### src/mexp_pkg.sv
package mexp_pkg;

   // operand width; base, modulus and exponent use their low OPERAND_BITS bits
   localparam int OPERAND_BITS = 32;
   localparam int CNT_W        = $clog2(OPERAND_BITS + 1);
   localparam int CSR_DATA_W   = 32;
   localparam int CSR_INDEX_W  = 1;

   typedef enum logic [CSR_INDEX_W-1:0] {
      CSR_MODULUS  = 1'b0,
      CSR_EXPONENT = 1'b1
   } csr_index_type;

   localparam logic [CSR_DATA_W-1:0] MODULUS_RESET  = 32'd2;
   localparam logic [CSR_DATA_W-1:0] EXPONENT_RESET = 32'd1;

   // multiplier launch / completion handshake
   typedef struct packed {
      logic                    start;
      logic [OPERAND_BITS-1:0] op_a;
      logic [OPERAND_BITS-1:0] op_b;
   } mul_req_type;

   typedef struct packed {
      logic                    done;
      logic [OPERAND_BITS-1:0] product;
   } mul_rsp_type;

endpackage

### src/modular_exponentiation.sv
// Modular exponentiation, right-to-left square and multiply, bit-serial.
// Per item: reduce the base, then for each of the OPERAND_BITS exponent bits a multiply
//   when the bit is set and always a square; each modular multiply is bit-serial.
// Throughput: one item at a time; a new item is taken once busy drops.
// Modulus zero: result 0, registered in the cycle after start. Receiver cannot stall rsp_valid.
// Reset (synchronous, active high): idle, modulus = 2, exponent = 1.
module modular_exponentiation (
   input  logic                                clock,
   input  logic                                reset,
   // item in
   input  logic                                start,
   output logic                                busy,
   input  logic [31:0]                         req_base,
   // result out
   output logic                                rsp_valid,
   output logic [31:0]                         rsp_power,
   // configuration
   input  logic                                csr_write,
   input  logic [mexp_pkg::CSR_INDEX_W-1:0]    csr_index,
   input  logic [mexp_pkg::CSR_DATA_W-1:0]     csr_data
);

   localparam int W = mexp_pkg::OPERAND_BITS;

   typedef enum logic [2:0] {
      IDLE,
      REDUCE,   // base mod m, done as base * 1
      NEXT,     // pick multiply or square for the current exponent bit, or finish
      MUL,      // acc = acc * base
      SQR       // base = base * base
   } state_type;

   state_type                    state_ff, state_in;
   logic [31:0]                  modulus_ff, modulus_in;
   logic [31:0]                  exponent_ff, exponent_in;
   logic [W-1:0]                 base_ff, base_in;     // running base power
   logic [W-1:0]                 acc_ff, acc_in;
   logic [W-1:0]                 exp_ff, exp_in;       // exponent, shifted right per bit
   logic [mexp_pkg::CNT_W-1:0]   bit_cnt_ff, bit_cnt_in;
   logic                         rsp_valid_ff, rsp_valid_in;
   logic [31:0]                  rsp_power_ff, rsp_power_in;
   mexp_pkg::mul_req_type        mul_req_ff, mul_req_in;
   mexp_pkg::mul_rsp_type        mul_rsp;

   logic [W-1:0] mod_op;

   assign mod_op = modulus_ff[W-1:0];

   mexp_mulmod u_mulmod (
      .clock   (clock),
      .reset   (reset),
      .modulus (mod_op),
      .mul_req (mul_req_ff),
      .mul_rsp (mul_rsp)
   );

   always_comb begin
      state_in     = state_ff;
      modulus_in   = modulus_ff;
      exponent_in  = exponent_ff;
      base_in      = base_ff;
      acc_in       = acc_ff;
      exp_in       = exp_ff;
      bit_cnt_in   = bit_cnt_ff;
      rsp_valid_in = 1'b0;
      rsp_power_in = rsp_power_ff;
      mul_req_in   = mul_req_ff;
      mul_req_in.start = 1'b0;

      // config writes are to arrive only while idle; the block does not enforce it
      if (csr_write) begin
         case (mexp_pkg::csr_index_type'(csr_index))
            mexp_pkg::CSR_MODULUS:  modulus_in  = csr_data;
            mexp_pkg::CSR_EXPONENT: exponent_in = csr_data;
            default: ;
         endcase
      end

      case (state_ff)
         IDLE: begin
            if (start) begin
               if (mod_op == '0) begin
                  // no reduction possible: result fixed at zero
                  rsp_valid_in = 1'b1;
                  rsp_power_in = '0;
               end else begin
                  // 1 mod m is 0 only for m == 1
                  acc_in     = (mod_op == W'(1)) ? '0 : W'(1);
                  exp_in     = exponent_ff[W-1:0];
                  bit_cnt_in = mexp_pkg::CNT_W'(W);
                  mul_req_in.start = 1'b1;
                  mul_req_in.op_a  = req_base[W-1:0];
                  mul_req_in.op_b  = W'(1);
                  state_in   = REDUCE;
               end
            end
         end
         REDUCE: begin
            if (mul_rsp.done) begin
               base_in  = mul_rsp.product;
               state_in = NEXT;
            end
         end
         NEXT: begin
            if (bit_cnt_ff == '0) begin
               rsp_valid_in = 1'b1;
               rsp_power_in = 32'(acc_ff);
               state_in     = IDLE;
            end else if (exp_ff[0]) begin
               mul_req_in.start = 1'b1;
               mul_req_in.op_a  = acc_ff;
               mul_req_in.op_b  = base_ff;
               state_in = MUL;
            end else begin
               mul_req_in.start = 1'b1;
               mul_req_in.op_a  = base_ff;
               mul_req_in.op_b  = base_ff;
               state_in = SQR;
            end
         end
         MUL: begin
            if (mul_rsp.done) begin
               acc_in = mul_rsp.product;
               mul_req_in.start = 1'b1;
               mul_req_in.op_a  = base_ff;
               mul_req_in.op_b  = base_ff;
               state_in = SQR;
            end
         end
         SQR: begin
            if (mul_rsp.done) begin
               base_in    = mul_rsp.product;
               exp_in     = exp_ff >> 1;
               bit_cnt_in = bit_cnt_ff - mexp_pkg::CNT_W'(1);
               state_in   = NEXT;
            end
         end
         default: begin
            state_in = IDLE;
         end
      endcase
   end

   always_ff @(posedge clock) begin
      base_ff      <= base_in;
      acc_ff       <= acc_in;
      exp_ff       <= exp_in;
      bit_cnt_ff   <= bit_cnt_in;
      rsp_power_ff <= rsp_power_in;
      mul_req_ff.op_a <= mul_req_in.op_a;
      mul_req_ff.op_b <= mul_req_in.op_b;
      if (reset) begin
         state_ff         <= IDLE;
         modulus_ff       <= mexp_pkg::MODULUS_RESET;
         exponent_ff      <= mexp_pkg::EXPONENT_RESET;
         rsp_valid_ff     <= 1'b0;
         mul_req_ff.start <= 1'b0;
      end else begin
         state_ff         <= state_in;
         modulus_ff       <= modulus_in;
         exponent_ff      <= exponent_in;
         rsp_valid_ff     <= rsp_valid_in;
         mul_req_ff.start <= mul_req_in.start;
      end
   end

   assign busy      = (state_ff != IDLE);
   assign rsp_valid = rsp_valid_ff;
   assign rsp_power = rsp_power_ff;

endmodule

### src/mexp_mulmod.sv
// Bit-serial interleaved modular multiplier, op_a scanned MSB first.
// Needs op_b <= modulus. One op_a bit per cycle, all OPERAND_BITS bits of op_a.
module mexp_mulmod (
   input  logic                            clock,
   input  logic                            reset,
   input  logic [mexp_pkg::OPERAND_BITS-1:0] modulus,
   input  mexp_pkg::mul_req_type           mul_req,
   output mexp_pkg::mul_rsp_type           mul_rsp
);

   localparam int W = mexp_pkg::OPERAND_BITS;

   logic [W-1:0]                 a_ff, a_in;
   logic [W-1:0]                 b_ff, b_in;
   logic [W-1:0]                 r_ff, r_in;
   logic [mexp_pkg::CNT_W-1:0]   cnt_ff, cnt_in;
   logic                         busy_ff, busy_in;
   logic                         done_ff, done_in;

   logic [W+1:0] sum;
   logic [W+2:0] diff1, diff2;
   logic [W-1:0] reduced;

   // t = 2r + a_i*b < 3m; try t-2m, then t-m
   always_comb begin
      sum     = {1'b0, r_ff, 1'b0} + {2'b00, (a_ff[W-1] ? b_ff : {W{1'b0}})};
      diff1   = {1'b0, sum} - {3'b000, modulus};
      diff2   = {1'b0, sum} - {2'b00, modulus, 1'b0};
      if (!diff2[W+2]) begin
         reduced = diff2[W-1:0];
      end else if (!diff1[W+2]) begin
         reduced = diff1[W-1:0];
      end else begin
         reduced = sum[W-1:0];
      end
   end

   always_comb begin
      a_in    = a_ff;
      b_in    = b_ff;
      r_in    = r_ff;
      cnt_in  = cnt_ff;
      busy_in = busy_ff;
      done_in = 1'b0;
      if (mul_req.start) begin
         a_in    = mul_req.op_a;
         b_in    = mul_req.op_b;
         r_in    = '0;
         cnt_in  = mexp_pkg::CNT_W'(W);
         busy_in = 1'b1;
      end else if (busy_ff) begin
         a_in   = {a_ff[W-2:0], 1'b0};
         r_in   = reduced;
         cnt_in = cnt_ff - mexp_pkg::CNT_W'(1);
         if (cnt_ff == mexp_pkg::CNT_W'(1)) begin
            busy_in = 1'b0;
            done_in = 1'b1;
         end
      end
   end

   always_ff @(posedge clock) begin
      a_ff   <= a_in;
      b_ff   <= b_in;
      r_ff   <= r_in;
      cnt_ff <= cnt_in;
      if (reset) begin
         busy_ff <= 1'b0;
         done_ff <= 1'b0;
      end else begin
         busy_ff <= busy_in;
         done_ff <= done_in;
      end
   end

   assign mul_rsp.done    = done_ff;
   assign mul_rsp.product = r_ff;

endmodule

### config.mk
export PLATFORM = sky130hd
export DESIGN_NAME = modular_exponentiation
export DESIGN_NICKNAME = d
export VERILOG_FILES = /design/src/mexp_pkg.sv /design/src/modular_exponentiation.sv /design/src/mexp_mulmod.sv
export SDC_FILE = /design/constraint.sdc
export NUM_CORES = 1
export LEC_CHECK = 0
export BUFFER_PORTS_ARGS = -buffer_cell sky130_fd_sc_hd__buf_2
export CORE_UTILIZATION = 60
export CTS_CLUSTER_SIZE = 20
export DETAILED_ROUTE_END_ITERATION = 8
export PLACE_DENSITY = 0.78
export SETUP_SLACK_MARGIN = 0.2
export SYNTH_ARGS = -nofsm -noshare
export SYNTH_HDL_FRONTEND = slang
export SYNTH_HIERARCHICAL = 1
export SYNTH_SLANG_ARGS = --single-unit
### constraint.sdc
create_clock -name clock -period 14.2 [get_ports clock]
set_input_delay 2.84 -clock clock [delete_from_list [all_inputs] [get_ports clock]]
set_output_delay 2.84 -clock clock [all_outputs]
set_load 0.02 [all_outputs]
==> summary.md <==
| Metric | Value |
|---|---|
| Top cell type's share of synthesized area | 39.59% |
| ANT nets after route | 0 |
| Mapped Avg Cell Area | 10.10 um^2 |
| Cell variety after synth | 83 |
| Post-synthesis async set-or-reset flop share | 0% |
| Reg area | 0.01005 mm^2 |
| Initial antenna violation count | 0 |
| CTS clk-pin slew, worst paths | 0.06 ns |
| Worst skew pair latency | 0.55 ns |
| Crit-path cells | and2_1, ha_1, inv_1, fa_1, nand2b_1, a21oi_1, o211ai_1, o21ba_2, nand2_1, a31oi_1, xnor2_1, ha_1, a21oi_1, o21ai_0, a221oi_1, o21ai_1, o21ai_1, o21a_1, o21a_1, buf_4, mux2i_1, a21oi_1 |
| Largest net degree at the start of global routing | 73 |
| Register area share after synthesis | 50.57% |
| Synth Area in Compound Gates | 15.73% |
| Status | finished, final reports clean |
| First-pass GRT wire length | 75,710 um |
| Total die area | 0.03385 mm^2 |
| Final wirelength | 47,460 um |
| Site Rows | 66 |
| Critical path type | flip-flop to flip-flop |
| Post-CTS Hold Buffers | 0 |
| Maximum vdd ir drop | 0.1196 mV |
| Clock root buffer | clkbuf_16 |
| Critical hold path startpoint | mul_req_ff[14] |
| Tmin final | 6.311 ns |
| Total congestion overflow | 0 |
| Vias in the first global route | 14,110 |
| Post-synth top cells | nand2_1, edfxtp_1, a21oi_1 |
| RR Startpoint | u_mulmod/a_ff[31] |
| GPL Wtd Cong | 0.9096 |
| Vias/cell | 5.984 |
| Largest family of logic cells by synthesized area | simple AND/OR/NAND/NOR gates |
| Power Density | 215.7 mW/mm^2 |
| Syn. warnings | 6 |
| Simple logic cell fraction of the synthesized area | 16.74% |
| Fillers | 2,489 |
| CTS tree | done |
| Synth area leader | edfxtp_1 |
| Max clock buf depth | 3 |
| Final period utilization | 44.44% |
| Switching Power | 1.910 mW |
| Synthesized cell area | 0.01987 mm^2 |
| Crit path max fanout | 46 |
| Most frequent CP cell | a21oi_1 |
| Mux share of post-synthesis cell area | 2.821% |
| Final count of pins violating max slew | 0 |
| Die Y | 184.0 um |
| H-Tree Depth | 2 |
| Post-layout util | 67.69% |
| IO Count | 103 |
| Worst setup path start | u_mulmod/a_ff[31] |
| Cts bufs inserted | 40 |
| Share of cells above drive strength 1 | 11.35% |
| Setup TNS | 0 ns |
| Worst setup EP type | flip-flop |
| RSZ-0062 raised after global routing | false |
| Worst min-delay path class | flip-flop to flip-flop |
| Area of the multi-input gates | 0.009089 mm^2 |
| Setup Buffers After CTS | 0 |
| Data arrival time of the worst path | 6.71 ns |
| Post-Syn Nets | 2,137 |
| TritonCTS sink count | 371 |
| Slowest stage delay, CP | 0.85 ns |
| Post-Synth XOR/XNOR Area | 3.746% |
| Core Area | 0.03254 mm^2 |
| Layout area overhead | 10.82% |
| CTS resizes | 0 |
| Switching fraction of total power | 40.20% |
| Int Power | 2.841 mW |
| Maxcap violations | 0 |
| Critical path's slowest cell | edfxtp_1 |
| Synth Area in Adders | 6.472% |
| Most numerous cell in the Yosys netlist | nand2_1 |
| Clock Power Share | 22.2% |
| WL/cell | 18.96 um |
| Final Hold Fails | 0 |
| Ranking of synthesized cells by area | edfxtp_1, dfxtp_1, ha_1, nand2_1, a21oi_1 |
| # DRC | 0 |
| Port Buf Inserts | 102 |
| Yosys reg bits | 371 |
| Fmax | 158.5 MHz |
| Clock Skews | 0.01924 ns |
| Critical path startpoint category | flip-flop |
| Post-synth EDFFs | 262 |
| Leak | 8.560 nW |
| # diodes | 0 |
| Combinational power share | 48.7% |
| Syn Inst Count | 1,967 |
| Initial core utilization | 61.08% |
| First-pass DRT Iterations | 5 |
| Seq pwr share | 29.1% |
| Final Setup Violations | 0 |
| Nets | 2,201 |
| Relative slew slack | 16.17% |
| Ys flop type | edfxtp_1 |
| Critical Path RT | 14.60 ns |
| Worst slew pin tran | 1.258 ns |
| DRT iter0 DRCs | 1,347 |
| Die W | 184.0 um |
| Dpl hpwl | 33,750 um |
| Vias | 14,980 |
| GRT Util Overall | 28.37% |
-- final timing paths --
path	cells after the start	end	slack (ns)
setup reg to reg	22	u_mulmod/r_ff[9]	7.89
setup / recovery	22	u_mulmod/r_ff[9]	7.89
hold reg to reg	0	u_mulmod/b_ff[14]	0.42
hold / removal	0	u_mulmod/b_ff[14]	0.42
-- power groups by stage --
stage,Clock [mW],Sequential (mW),Combinational [mW]
3_5_place_dp,0,1.40,2.25
6_report,1.06,1.38,2.31
3_3_place_gp,0,1.40,2.21
5_1_grt,1.11,1.39,2.53
4_1_cts,1.07,1.38,2.26
2_1_floorplan,0,1.36,1.78
-- final cells by class --
| class | count | share of cell area (%) |
|---|---|---|
| Clock buffer | 50 | 4.858 |
| Clock inverter | 22 | 1.227 |
| Inverter | 95 | 1.619 |
| Multi-Input combinational cell | 1405 | 41.27 |
| Sequential cell | 371 | 45.65 |
| Tap cell | 442 | 2.511 |
| Timing Repair Buffer | 118 | 2.863 |
-- state kept, by name, summed over array words and instances, names as in the netlist, 32 cells and up --
name	flops
mul_req_ff	65
acc_ff	32
base_ff	32
exp_ff	32
exponent_ff	32
mod_op	32
rsp_power	32
u_mulmod/a_ff	32
u_mulmod/b_ff	32
u_mulmod/r_ff	32
-- per-layer routing --
layer  part of all wire, %  track usage [%]  vias to the layer above
li1                      -                -                     7217
met1                    46            40.74                     7126
met2                    46            45.35                      579
met3                   6.6            4.021                       57
met4                   1.9            6.800                        0
met5                     0                0                        -
-- cells by family (layout without fill, tap and decap cells) --
logic type,Yosys count,after routing
compound gates,462,462
xor+xnor,85,85
simple gates,705,705
fa+ha+maj,101,101
buf+inv,191,285
mux,52,52
flops,371,371
-- cell usage in the layout (no fill, tap or decap), drive strengths merged, types with 15 or more instances in the layout --
cell type / instances
xnor2: 60
ha: 98
mux2: 32
dfxtp: 109
clkinv: 17
clkbuf: 50
o21ai: 63
a21o: 39
nand2b: 23
nor3: 28
edfxtp: 262
and2: 105
nand3: 28
a21oi: 166
nand2: 290
a221o: 35
nor2: 143
xor2: 25
inv: 94
o211ai: 15
a211oi: 18
mux2i: 20
buf: 118
-- stage by stage --
step	std cells	worst slack (ns)	instance area, um^2	hold slack [ns]	power, mW
2_1_floorplan	1967	9.279	19870	0.4003	3.137
3_3_place_gp	2431	8.292	20680	0.4037	3.606
3_5_place_dp	2431	8.014	20680	0.4054	3.651
4_1_cts	2503	7.954	22020	0.4163	4.713
5_1_grt	2503	7.433	22020	0.4187	5.033
6_report	2503	7.889	22020	0.4167	4.750
-- critical path: cells and delay by family (launching register included) --
family          cells  cell delay, ns
compound gates     12            2.55
fa+ha+maj           3            0.98
flops               1            0.85
simple gates        3            0.56
buf+inv             2            0.51
xor+xnor            1            0.38
mux                 1            0.28
No activity file was read; power rests on OpenSTA's default activity.
